**src/rtl/tiny_byte_isa_decode_execute_core_assert.svh**
```systemverilog
// Assertion helpers shared by the core.
`ifndef TINY_BYTE_ISA_DECODE_EXECUTE_CORE_ASSERT_SVH
`define TINY_BYTE_ISA_DECODE_EXECUTE_CORE_ASSERT_SVH

// Same-cycle implication, off during reset.
`define TBI_ASSERT_SAME(lbl, clk, rst_n, ante, cons, msg) \
	lbl: assert property (@(posedge clk) disable iff (!rst_n) (ante) |-> (cons)) else $error(msg);

// Next-cycle implication, off during reset.
`define TBI_ASSERT_NEXT(lbl, clk, rst_n, ante, cons, msg) \
	lbl: assert property (@(posedge clk) disable iff (!rst_n) (ante) |=> (cons)) else $error(msg);

`endif

```
**src/rtl/tbi_pkg.sv**
```systemverilog
package tbi_pkg;

	localparam int REG_COUNT = 4;
	localparam int REG_IDX_W = $clog2(REG_COUNT);
	localparam int DIV_STEPS = 8;
	localparam int DIV_CNT_W = $clog2(DIV_STEPS);

	localparam logic [5:0] TOP_IN  = 6'h30;
	localparam logic [5:0] TOP_OUT = 6'h31;

	typedef enum logic [1:0] {
		OP_ADD = 2'd0,
		OP_SUB = 2'd1,
		OP_MUL = 2'd2,
		OP_DIV = 2'd3
	} alu_op_t;

	typedef enum logic [1:0] {
		KIND_OUT  = 2'd0,
		KIND_BAD  = 2'd1,
		KIND_DIV0 = 2'd2
	} kind_t;

	typedef enum logic [1:0] {
		ST_IDLE,
		ST_EXEC,
		ST_DIV,
		ST_WB
	} state_t;

	typedef struct packed {
		logic [7:0]        command;
		logic signed [7:0] in_value;
	} item_t;

	typedef struct packed {
		kind_t             kind;
		logic signed [7:0] value;
	} res_t;

	typedef struct packed {
		logic load;
		logic exec_write;
		logic div_start;
		logic div_step;
		logic div_write;
		logic emit;
	} ctl_t;

	typedef struct packed {
		logic has_result;
		logic need_div;
		logic div_last;
		logic out_free;
	} stat_t;

endpackage

```
**src/rtl/tbi_datapath.sv**
```systemverilog
module tbi_datapath (
	input  logic          clk,
	input  logic          arst_n,
	input  tbi_pkg::item_t cmd,
	input  tbi_pkg::ctl_t  ctl,
	output tbi_pkg::stat_t stat,
	input  logic          res_ready,
	output logic          res_valid,
	output tbi_pkg::res_t  res
);
	import tbi_pkg::*;

	logic [7:0]           cmd_q;
	logic signed [7:0]    inval_q;
	logic [7:0]           mem [REG_COUNT];
	logic [REG_COUNT-1:0] vld_q;
	logic [7:0]           rda_q, rdb_q;
	logic                 va_q, vb_q;
	logic [7:0]           a, b;

	logic                 is_movi, is_io, is_in, is_out, is_bad, is_alu, div_zero;
	alu_op_t              op;
	logic [REG_IDX_W-1:0] rd, rs;
	logic [15:0]          prod;
	logic [7:0]           alu_res;

	logic                 wr_en;
	logic [REG_IDX_W-1:0] wr_addr;
	logic [7:0]           wr_data;

	logic [7:0]           rem_q, quo_q, dvs_q;
	logic                 neg_q;
	logic [DIV_CNT_W-1:0] cnt_q;
	logic [7:0]           shifted, mag_a, mag_b, quot;

	logic                 res_valid_q;
	res_t                 res_q, res_d;

	// latch the beat and read both operands from the register file
	always_ff @(posedge clk) begin
		if (ctl.load) begin
			cmd_q   <= cmd.command;
			inval_q <= cmd.in_value;
			rda_q   <= mem[cmd.command[3:2]];
			rdb_q   <= mem[cmd.command[1:0]];
		end
		if (wr_en) begin
			mem[wr_addr] <= wr_data;
		end
	end

	always_ff @(posedge clk or negedge arst_n) begin
		if (!arst_n) begin
			vld_q <= '0;
			va_q  <= 1'b0;
			vb_q  <= 1'b0;
		end else begin
			if (ctl.load) begin
				va_q <= vld_q[cmd.command[3:2]];
				vb_q <= vld_q[cmd.command[1:0]];
			end
			if (wr_en) begin
				vld_q[wr_addr] <= 1'b1;
			end
		end
	end

	assign a = va_q ? rda_q : 8'h00;
	assign b = vb_q ? rdb_q : 8'h00;

	assign rd       = cmd_q[3:2];
	assign rs       = cmd_q[1:0];
	assign op       = alu_op_t'(cmd_q[5:4]);
	assign is_movi  = !cmd_q[7];
	assign is_io    = cmd_q[7] && cmd_q[6];
	assign is_in    = cmd_q[7:2] == TOP_IN;
	assign is_out   = cmd_q[7:2] == TOP_OUT;
	assign is_bad   = is_io && !is_in && !is_out;
	assign is_alu   = cmd_q[7:6] == 2'b10;
	assign div_zero = is_alu && op == OP_DIV && b == 8'h00;

	assign prod = $signed(a) * $signed(b);

	always_comb begin
		case (op)
			OP_ADD:  alu_res = a + b;
			OP_SUB:  alu_res = a - b;
			OP_MUL:  alu_res = prod[7:0];
			default: alu_res = quot;
		endcase
	end

	always_comb begin
		wr_en   = 1'b0;
		wr_addr = rd;
		wr_data = alu_res;
		if (ctl.exec_write) begin
			wr_en = 1'b1;
			if (is_movi) begin
				wr_addr = REG_IDX_W'(REG_COUNT - 1);
				wr_data = {1'b0, cmd_q[6:0]};
			end else if (is_in) begin
				wr_addr = rs;
				wr_data = inval_q;
			end
		end else if (ctl.div_write) begin
			wr_en   = 1'b1;
			wr_data = quot;
		end
	end

	// restoring divider on magnitudes, one quotient bit per cycle
	assign mag_a   = a[7] ? 8'(~a + 8'd1) : a;
	assign mag_b   = b[7] ? 8'(~b + 8'd1) : b;
	assign shifted = {rem_q[6:0], quo_q[7]};
	assign quot    = neg_q ? 8'(~quo_q + 8'd1) : quo_q;

	always_ff @(posedge clk) begin
		if (ctl.div_start) begin
			rem_q <= 8'h00;
			quo_q <= mag_a;
			dvs_q <= mag_b;
			neg_q <= a[7] ^ b[7];
		end else if (ctl.div_step) begin
			if (shifted >= dvs_q) begin
				rem_q <= shifted - dvs_q;
				quo_q <= {quo_q[6:0], 1'b1};
			end else begin
				rem_q <= shifted;
				quo_q <= {quo_q[6:0], 1'b0};
			end
		end
	end

	always_ff @(posedge clk or negedge arst_n) begin
		if (!arst_n) begin
			cnt_q <= '0;
		end else if (ctl.div_start) begin
			cnt_q <= '0;
		end else if (ctl.div_step) begin
			cnt_q <= cnt_q + DIV_CNT_W'(1);
		end
	end

	always_comb begin
		res_d.value = 8'h00;
		if (is_out) begin
			res_d.kind  = KIND_OUT;
			res_d.value = b;
		end else if (is_bad) begin
			res_d.kind = KIND_BAD;
		end else begin
			res_d.kind = KIND_DIV0;
		end
	end

	always_ff @(posedge clk) begin
		if (ctl.emit) begin
			res_q <= res_d;
		end
	end

	always_ff @(posedge clk or negedge arst_n) begin
		if (!arst_n) begin
			res_valid_q <= 1'b0;
		end else if (ctl.emit) begin
			res_valid_q <= 1'b1;
		end else if (res_ready) begin
			res_valid_q <= 1'b0;
		end
	end

	assign stat.has_result = is_out || is_bad || div_zero;
	assign stat.need_div   = is_alu && op == OP_DIV && b != 8'h00;
	assign stat.div_last   = cnt_q == DIV_CNT_W'(DIV_STEPS - 1);
	assign stat.out_free   = !res_valid_q || res_ready;

	assign res_valid = res_valid_q;
	assign res       = res_q;

endmodule

```
**src/rtl/tbi_controller.sv**
```systemverilog
module tbi_controller (
	input  logic          clk,
	input  logic          arst_n,
	input  logic          cmd_valid,
	output logic          cmd_ready,
	input  tbi_pkg::stat_t stat,
	output tbi_pkg::ctl_t  ctl
);
	import tbi_pkg::*;

	state_t state_q, state_d;

	always_ff @(posedge clk or negedge arst_n) begin
		if (!arst_n) begin
			state_q <= ST_IDLE;
		end else begin
			state_q <= state_d;
		end
	end

	always_comb begin
		state_d = state_q;
		case (state_q)
			ST_IDLE: begin
				if (cmd_valid) begin
					state_d = ST_EXEC;
				end
			end
			ST_EXEC: begin
				if (stat.has_result) begin
					if (stat.out_free) begin
						state_d = ST_IDLE;
					end
				end else if (stat.need_div) begin
					state_d = ST_DIV;
				end else begin
					state_d = ST_IDLE;
				end
			end
			ST_DIV: begin
				if (stat.div_last) begin
					state_d = ST_WB;
				end
			end
			ST_WB:   state_d = ST_IDLE;
			default: state_d = ST_IDLE;
		endcase
	end

	always_comb begin
		ctl       = '0;
		cmd_ready = 1'b0;
		case (state_q)
			ST_IDLE: begin
				cmd_ready = 1'b1;
				ctl.load  = cmd_valid;
			end
			ST_EXEC: begin
				// a result beat holds here until the output slot can take it
				if (stat.has_result) begin
					ctl.emit = stat.out_free;
				end else if (stat.need_div) begin
					ctl.div_start = 1'b1;
				end else begin
					ctl.exec_write = 1'b1;
				end
			end
			ST_DIV:  ctl.div_step  = 1'b1;
			ST_WB:   ctl.div_write = 1'b1;
			default: ctl = '0;
		endcase
	end

endmodule

```
**src/rtl/tiny_byte_isa_decode_execute_core.sv**
```systemverilog
// A result beat (OUT, bad instruction, divide by zero) is emitted from the EXEC state after accept;
// EXEC holds while the output register still holds a beat that has not been taken.
// The core takes one item at a time and no new item until the last is done; a nonzero DIV runs accept, start,
// 8 restoring-divider steps (one quotient bit per cycle) and write-back.
// A finished result waits in the output register while the next item is taken.
// Reset (arst_n low): registers read as zero through cleared valid bits, output empty.
`include "tiny_byte_isa_decode_execute_core_assert.svh"

module tiny_byte_isa_decode_execute_core (
	input  logic          clk,
	input  logic          arst_n,
	input  logic          cmd_valid,
	output logic          cmd_ready,
	input  tbi_pkg::item_t cmd,
	output logic          res_valid,
	input  logic          res_ready,
	output tbi_pkg::res_t  res
);
	import tbi_pkg::*;

	ctl_t  ctl;
	stat_t stat;

	tbi_controller u_ctrl (
		.clk       (clk),
		.arst_n    (arst_n),
		.cmd_valid (cmd_valid),
		.cmd_ready (cmd_ready),
		.stat      (stat),
		.ctl       (ctl)
	);

	tbi_datapath u_dp (
		.clk       (clk),
		.arst_n    (arst_n),
		.cmd       (cmd),
		.ctl       (ctl),
		.stat      (stat),
		.res_ready (res_ready),
		.res_valid (res_valid),
		.res       (res)
	);

	`TBI_ASSERT_SAME(a_emit_free, clk, arst_n, ctl.emit, stat.out_free, "result overwritten")
	`TBI_ASSERT_NEXT(a_div_runs, clk, arst_n, ctl.div_start, ctl.div_step, "divider stalled")
	`TBI_ASSERT_NEXT(a_one_item, clk, arst_n, cmd_valid && cmd_ready, !cmd_ready,
		"second item taken while busy")

endmodule

```
**config.mk**
```make
export PLATFORM = sky130hd
export DESIGN_NAME = tiny_byte_isa_decode_execute_core
export DESIGN_NICKNAME = d
export VERILOG_FILES = /design/src/rtl/tbi_pkg.sv /design/src/rtl/tbi_datapath.sv /design/src/rtl/tbi_controller.sv /design/src/rtl/tiny_byte_isa_decode_execute_core.sv
export VERILOG_INCLUDE_DIRS = /design/src /design/src/rtl
export SDC_FILE = /design/constraint.sdc
export NUM_CORES = 1
export LEC_CHECK = 0
export CAP_MARGIN = 20
export CORE_ASPECT_RATIO = 0.7
export CORE_MARGIN = 10
export CORE_UTILIZATION = 44
export CTS_CLUSTER_DIAMETER = 60
export DETAILED_ROUTE_END_ITERATION = 10
export DONT_BUFFER_PORTS = 1
export PLACE_DENSITY = 0.72
export SYNTH_ARGS = -nofsm -noshare
export SYNTH_HDL_FRONTEND = slang
export SYNTH_SLANG_ARGS = --single-unit
```
**constraint.sdc**
```tcl
create_clock -name clk -period 4.6 [get_ports clk]
set_input_delay 0.46 -clock clk [delete_from_list [all_inputs] [get_ports clk]]
set_output_delay 0.46 -clock clk [all_outputs]
set_load 0.02 [all_outputs]
```
==> metrics.yaml, run 1 <==
outcome: "finished clean"
fin_crit_ps: 4400
min_from: "cmd[15]"
antenna_found_initial: 0
area_delta_synth_final_pct: 9.40
h-tree-depth: 3
synth_area_um2: 6950
yosysSeqAreaShare_pct: 45.7
rsz0062_at_grt: "no"
drt_pass1_iterations: 5
via_per_inst: 5.84
synth_edf_count: 91
clockBufferDepth: 2
place_congestion: 1.02
finalHoldViolations: 0
drtIter0Drc: 603
rr_startpoint: "u_dp.rda_q[3]$_DFFE_PP_"
grt_max_degree: 23
synth_ff_type: "edfxtp_1"
mostFrequentLayoutCells: "91 x edfxtp_1, 80 x nand2_1, 62 x nor2_1, 46 x inv_1, 40 x ha_1"
synth_nets: 723
ys_seq_elements: 110
clkSlewWorstSetupHoldPaths_ps: 80
clk_latency_ps: 360
netlist_instances: 649
drive_gt1_share_pct: 12.8
die-width_um: 170
cts_sinks: 110
crit_path_frequent_cell: "inv_1"
yosys_warnings: 0
critPathLaunchType: "flop"
critPathCaptureType: "flop"
holdPathStages: 0
wirelength_mm: 17.2
hold_class: "in -> reg"
fmax_mhz: 227
cp_cell_sequence: "nand2_1 > inv_1 > nand3_1 > fa_1 > inv_1 > ha_1 > fa_1 > inv_1 > fa_1 > inv_1 > ha_1 > xor2_1 > o21ai_0 > nor3_1 > o21ai_0 > o311ai_1"
slew_viol_final: 0
maxCapViolations: 0
place_area_um2: 7270
nets: 733
r2r_cells: 16
ios: 32
grt_first_pass_wirelength_mm: 27.4
setup_violations: 0
ant_nets: 0
cts_root_buf: "clkbuf_16"
async_flop_share_pct: 10.9
vias: 5050
synth_cell_types: 68
fin_skew_ps: 13.3
worstHoldEndpoint: "u_dp.cmd_q[7]$_DFFE_PP_"
slowest_delay_ps: 560
slew_headroom_pct: 34.4
fill_cells: 1407
wl_per_cell_um: 19.9
postSynthAreaPerCell_um2: 10.7
synth_top_area_cell: "edfxtp_1"
std_cell_rows: 38
yosys-top-cells-area: "edfxtp_1 39%, ha_1 7.2%, mux4_2 5.8%"
max_slew.worst_pin.slew_ps: 983
critPathTopFamily: "adder cells"
crit_path_top_delay_cell: "fa_1"
die_height_um: 125
tns_ps: 0
p_per_area_nw_per_um2: 470
ir_worst_vdd_v: 0.000229
grt_usage_pct: 16.4
numCtsBuffers: 9
arrival_ps: 4450
gr-total-overflow: 0
dp_hpwl_mm: 13.4
initial_core_util_pct: 44.8
r2r-end: "u_dp.mem[3][6]$_DFFE_PP_"
worstPathMaxFanout: 4
path_class: "reg -> reg"
path_buf_inv: 4
reg2reg_slack_ps: 200
io_buffers: 0
grt_pass1_vias: 4988
synth_top_area_share_pct: 39.3
p_leak_uw: 0.00296
design_area_um2: 7600
post-route-period-util_pct: 95.6
die_area_um2: 21300
tritoncts: "built"
drcViolationCount: 0
required_ps: 4650
core_um2: 15500
final_common_cell: "edfxtp_1"
diodes: 0
-- stage by stage --
| stage | total power [uW] | hold WS [ps] | util (%) | cells | setup slack [ps] |
|---|---|---|---|---|---|
| final | 3580 | 191 | 49.0 | 864 | 201 |
| after global routing | 3790 | 171 | 49.0 | 864 | 7.43 |
| after CTS | 3550 | 188 | 48.9 | 864 | 7.15 |
| after detailed placement | 2740 | 165 | 46.9 | 847 | 7.95 |
| after global placement | 2690 | 165 | 46.9 | 847 | 159 |
| after floorplan | 2330 | 164 | - | 649 | 191 |
-- flip-flops by register name, indices dropped and copies added, names as in the netlist, named ones only --
signal / flops
u_dp.mem: 32
u_dp.res: 10
u_dp.cmd_q: 8
u_dp.dvs_q: 8
u_dp.inval_q: 8
u_dp.quo_q: 8
u_dp.rda_q: 8
u_dp.rdb_q: 8
u_dp.rem_q: 7
u_dp.vld_q: 4
u_dp.cnt_q: 3
u_ctrl.state_q: 1
u_dp.neg_q: 1
u_dp.res_valid: 1
u_dp.va_q: 1
u_dp.vb_q: 1
-- synth_stat cells (4+ instances only) --
| cell | count |
|---|---|
| ha_1 | 40 |
| fa_1 | 14 |
| nor3_1 | 6 |
| dfrtp_1 | 12 |
| dfxtp_1 | 7 |
| clkbuf_1 | 20 |
| mux2i_1 | 6 |
| xor2_1 | 14 |
| nor2_1 | 62 |
| inv_1 | 46 |
| nor4_1 | 4 |
| mux2_2 | 5 |
| xnor2_1 | 31 |
| nand2b_1 | 8 |
| nor2b_1 | 12 |
| o22ai_1 | 4 |
| nand3_1 | 21 |
| o31ai_1 | 8 |
| or2_1 | 4 |
| a31oi_1 | 4 |
| a21oi_1 | 24 |
| mux4_2 | 18 |
| nand2_1 | 80 |
| edfxtp_1 | 91 |
| o21ai_0 | 39 |
| a21o_1 | 5 |
-- report_power, final --
group	internal (uW)	switching (uW)	total (uW)
clock network	394	417	811
registers	1250	113	1370
logic	570	826	1400
total	2220	1360	3580
-- worst max-delay path by stage --
stage | slack, ps | cells after the start | from | endpoint
after floorplan | 190 | 15 | u_dp.vb_q$_DFFE_PN0P_ | u_dp.mem[0][5]$_DFFE_PP_
after global placement | 160 | 15 | u_dp.va_q$_DFFE_PN0P_ | u_dp.mem[2][5]$_DFFE_PP_
after detailed placement | 8 | 15 | u_dp.va_q$_DFFE_PN0P_ | u_dp.mem[1][5]$_DFFE_PP_
after CTS | 7 | 15 | u_dp.va_q$_DFFE_PN0P_ | u_dp.mem[1][5]$_DFFE_PP_
after global routing | 7 | 16 | u_dp.rda_q[3]$_DFFE_PP_ | u_dp.mem[1][6]$_DFFE_PP_
final | 200 | 16 | u_dp.rda_q[3]$_DFFE_PP_ | u_dp.mem[3][6]$_DFFE_PP_
-- area by class of cell --
type                       count  area [um2]  area share (%)
clock buffer                   9         225            2.96
clock inverter                 7        82.6            1.09
inverter                      47         176            2.32
multi-input combinational    463        3480            45.8
sequential                   110        3180            41.8
tap                          200         250            3.29
timing repair buffer          28         213            2.80
-- cell families (layout without fill, tap and decap cells) --
kind of cell,after synthesis,after routing,synth area share (%)
AND/OR/NAND/NOR,219,219,14.8
AO/OA/AOI/OAI,116,116,10.6
flip-flops,110,110,45.7
buffers and inverters,76,91,4.43
adder cells (fa/ha/maj),54,54,11.2
XOR/XNOR,45,45,5.67
multiplexers,29,29,7.51
-- timing repair --
action | CTS | global route
resized for setup | 0 | 5
hold buffers | 1 | 0
endpoints found under the setup margin | 0 | 12
setup buffers | 0 | 0
endpoints found under the hold margin | 12 | 0
-- per-layer routing --
| layer | vias to the layer above | global-route usage [%] | part of all wire [%] | routed length, um |
|---|---|---|---|---|
| li1 | 2333 | - | - | - |
| met3 | 24 | 4.02 | 10 | 1740 |
| met4 | 0 | 3.60 | 1.3 | 223 |
| met1 | 2460 | 23.7 | 45 | 7710 |
| met2 | 233 | 24.2 | 44 | 7540 |
| met5 | - | 0 | 0 | 0 |
Power figures use the tool's default switching activity.
==> inputs of run 2 (changes only) <==
--- a/config.mk
+++ b/config.mk
@@ -10,6 +10,7 @@
 export CORE_ASPECT_RATIO = 0.7
 export CORE_MARGIN = 10
 export CORE_UTILIZATION = 44
+export CTS_BUF_LIST = sky130_fd_sc_hd__clkbuf_2 sky130_fd_sc_hd__clkbuf_4 sky130_fd_sc_hd__clkbuf_8
 export CTS_CLUSTER_DIAMETER = 60
 export DETAILED_ROUTE_END_ITERATION = 10
 export DONT_BUFFER_PORTS = 1
==> metrics.yaml, run 2 (synthesized netlist as in run 1, its figures left out) <==
grt_pass1_vias: 4961  # -0.54%
ios: 32  # unchanged
dp.cells: 847  # unchanged
wirelength_mm: 17.2  # +0.19%
post-route-period-util_pct: 95.8  # +0.21 points
ant_nets: 0  # unchanged
area_delta_synth_final_pct: 7.94
initial_core_util_pct: 44.8  # unchanged
p_leak_uw: 0.00291  # -1.6%
slew_headroom_pct: 34.6  # +0.11 points
postCtsSetupBuffers: 0  # unchanged
p_per_area_nw_per_um2: 452  # -3.9%
maxCapViolations: 0  # unchanged
nets: 733  # unchanged
fmax_mhz: 227  # -0.22%
worstPathMaxFanout: 4  # unchanged
largest_register: "u_dp.mem"
h-tree-depth: 3  # unchanged
grt_max_degree: 23  # unchanged
place_congestion: 1.02  # unchanged
outcome: "finished clean"
finalHoldViolations: 0  # unchanged
fin_skew_ps: 18.1  # +4.74 ps
fin_crit_ps: 4410  # +9.73 ps
rsz0062_at_grt: "no"
drtIter0Drc: 569  # -5.6%
wl_per_cell_um: 20.0  # +0.19%
clkSlewWorstSetupHoldPaths_ps: 120  # +40 ps
numCtsBuffers: 9  # unchanged
critPathCaptureType: "flop"
diodes: 0  # unchanged
rr_startpoint: "u_dp.rda_q[3]$_DFFE_PP_"
mostFrequentLayoutCells: "91 x edfxtp_1, 80 x nand2_1, 62 x nor2_1, 46 x inv_1, 40 x ha_1"
clockBufferDepth: 2  # unchanged
die_area_um2: 21300  # unchanged
tritoncts: "built"
r2r-end: "u_dp.mem[3][6]$_DFFE_PP_"
slew_viol_final: 0  # unchanged
via_per_inst: 5.82  # -0.50%
drt_pass1_iterations: 5  # unchanged
dp_hpwl_mm: 13.4  # unchanged
std_cell_rows: 38  # unchanged
worstHoldEndpoint: "u_dp.cmd_q[7]$_DFFE_PP_"
holdPathStages: 0  # unchanged
cts_sinks: 110  # unchanged
stdcell_count: 864  # unchanged
path_class: "reg -> reg"
die-width_um: 170  # unchanged
antenna_found_initial: 0  # unchanged
grt_usage_pct: 16.5  # +0.10 points
setup.worst_path.start: "u_dp.rda_q[3]$_DFFE_PP_"
min_from: "cmd[15]"
critPathLaunchType: "flop"
final_common_cell: "edfxtp_1"
cts_root_buf: "clkbuf_8"
pre_cts_ws_ps: 7.95  # unchanged
die_height_um: 125  # unchanged
r2r_cells: 16  # unchanged
required_ps: 4700  # +50 ps
arrival_ps: 4510  # +60 ps
holdWs_ps: 149  # -41.5 ps
tns_ps: 0  # unchanged
grt_first_pass_wirelength_mm: 27.6  # +0.50%
setup_violations: 0  # unchanged
fin_ws_ps: 191  # -9.73 ps
clk_latency_ps: 400  # +40 ps
largest_register_ffs: 32  # unchanged
core_um2: 15500  # unchanged
hold_class: "in -> reg"
max_slew.worst_pin.slew_ps: 982  # -1.68 ps
ir_worst_vdd_v: 0.000217  # -5.2%
gr-total-overflow: 0  # unchanged
drive_gt1_share_pct: 12.8  # unchanged
total_power_uw: 3390  # -5.2%
reg2reg_slack_ps: 190  # about the same
vias: 5025  # -0.50%
drcViolationCount: 0  # unchanged
io_buffers: 0  # unchanged
-- run 2: layout make-up --
class / instances / area (um2)
clock buffers: 9 / 124
clock inverters: 7 / 82.6
fillers: 1419 / 8000
inverters: 47 / 176
multi-input cells: 463 / 3480
flip-flops and latches: 110 / 3180
well taps: 200 / 250
repair buffers: 28 / 213
-- run 2: how the worst max path moves through the flow --
stage	endpoint	slack [ps]	depth (start not counted)
2_1_floorplan	u_dp.mem[0][5]$_DFFE_PP_	190	15
3_3_place_gp	u_dp.mem[2][5]$_DFFE_PP_	160	15
3_5_place_dp	u_dp.mem[1][5]$_DFFE_PP_	8	15
4_1_cts	u_dp.mem[3][6]$_DFFE_PP_	30	16
5_1_grt	u_dp.mem[3][6]$_DFFE_PP_	2	16
6_report	u_dp.mem[3][6]$_DFFE_PP_	190	16
-- run 2: report_power, final --
group	total (uW)	leakage (uW)	switching (uW)	internal, uW
Sequential	1370	0.00104	112	1250
Clock	621	0.000102	398	223
Combinational	1400	0.00177	831	571
Total	3390	0.00291	1340	2050
-- run 2: repair_timing --
action / in CTS / in global routing
endpoints found under the hold margin: 12 / 0
gates resized for setup: 1 / 4
hold buffers: 1 / 0
endpoints found under the setup margin: 4 / 12
-- run 2: metal layers --
layer / vias up / track usage (%) / wire (um)
met4: 0 / 3.70 / 240
li1: 2329 / - / -
met1: 2456 / 24.0 / 7880
met2: 219 / 24.1 / 7510
met5: - / 0 / 0
met3: 21 / 4.15 / 1610
-- run 2: critical path, cell delays in order (launching register included) --
cell and delay (ps):
edfxtp_1 480, nand2_1 160, inv_1 130, nand3_1 110, fa_1 540, inv_1 40
ha_1 290, fa_1 540, inv_1 60, fa_1 560, inv_1 50, ha_1 310
xor2_1 180, o21ai_0 220, nor3_1 70, o21ai_0 160, o311ai_1 210
-- run 2: stage by stage --
| stage | util (%) | instance area [um2] |
|---|---|---|
| finish | 48.4 | 7500 |
| global route | 48.4 | 7500 |
| CTS | 48.3 | 7490 |
| detailed placement | 46.9 | 7270 |
| global placement | 46.9 | 7270 |
| floorplan | - | 6950 |
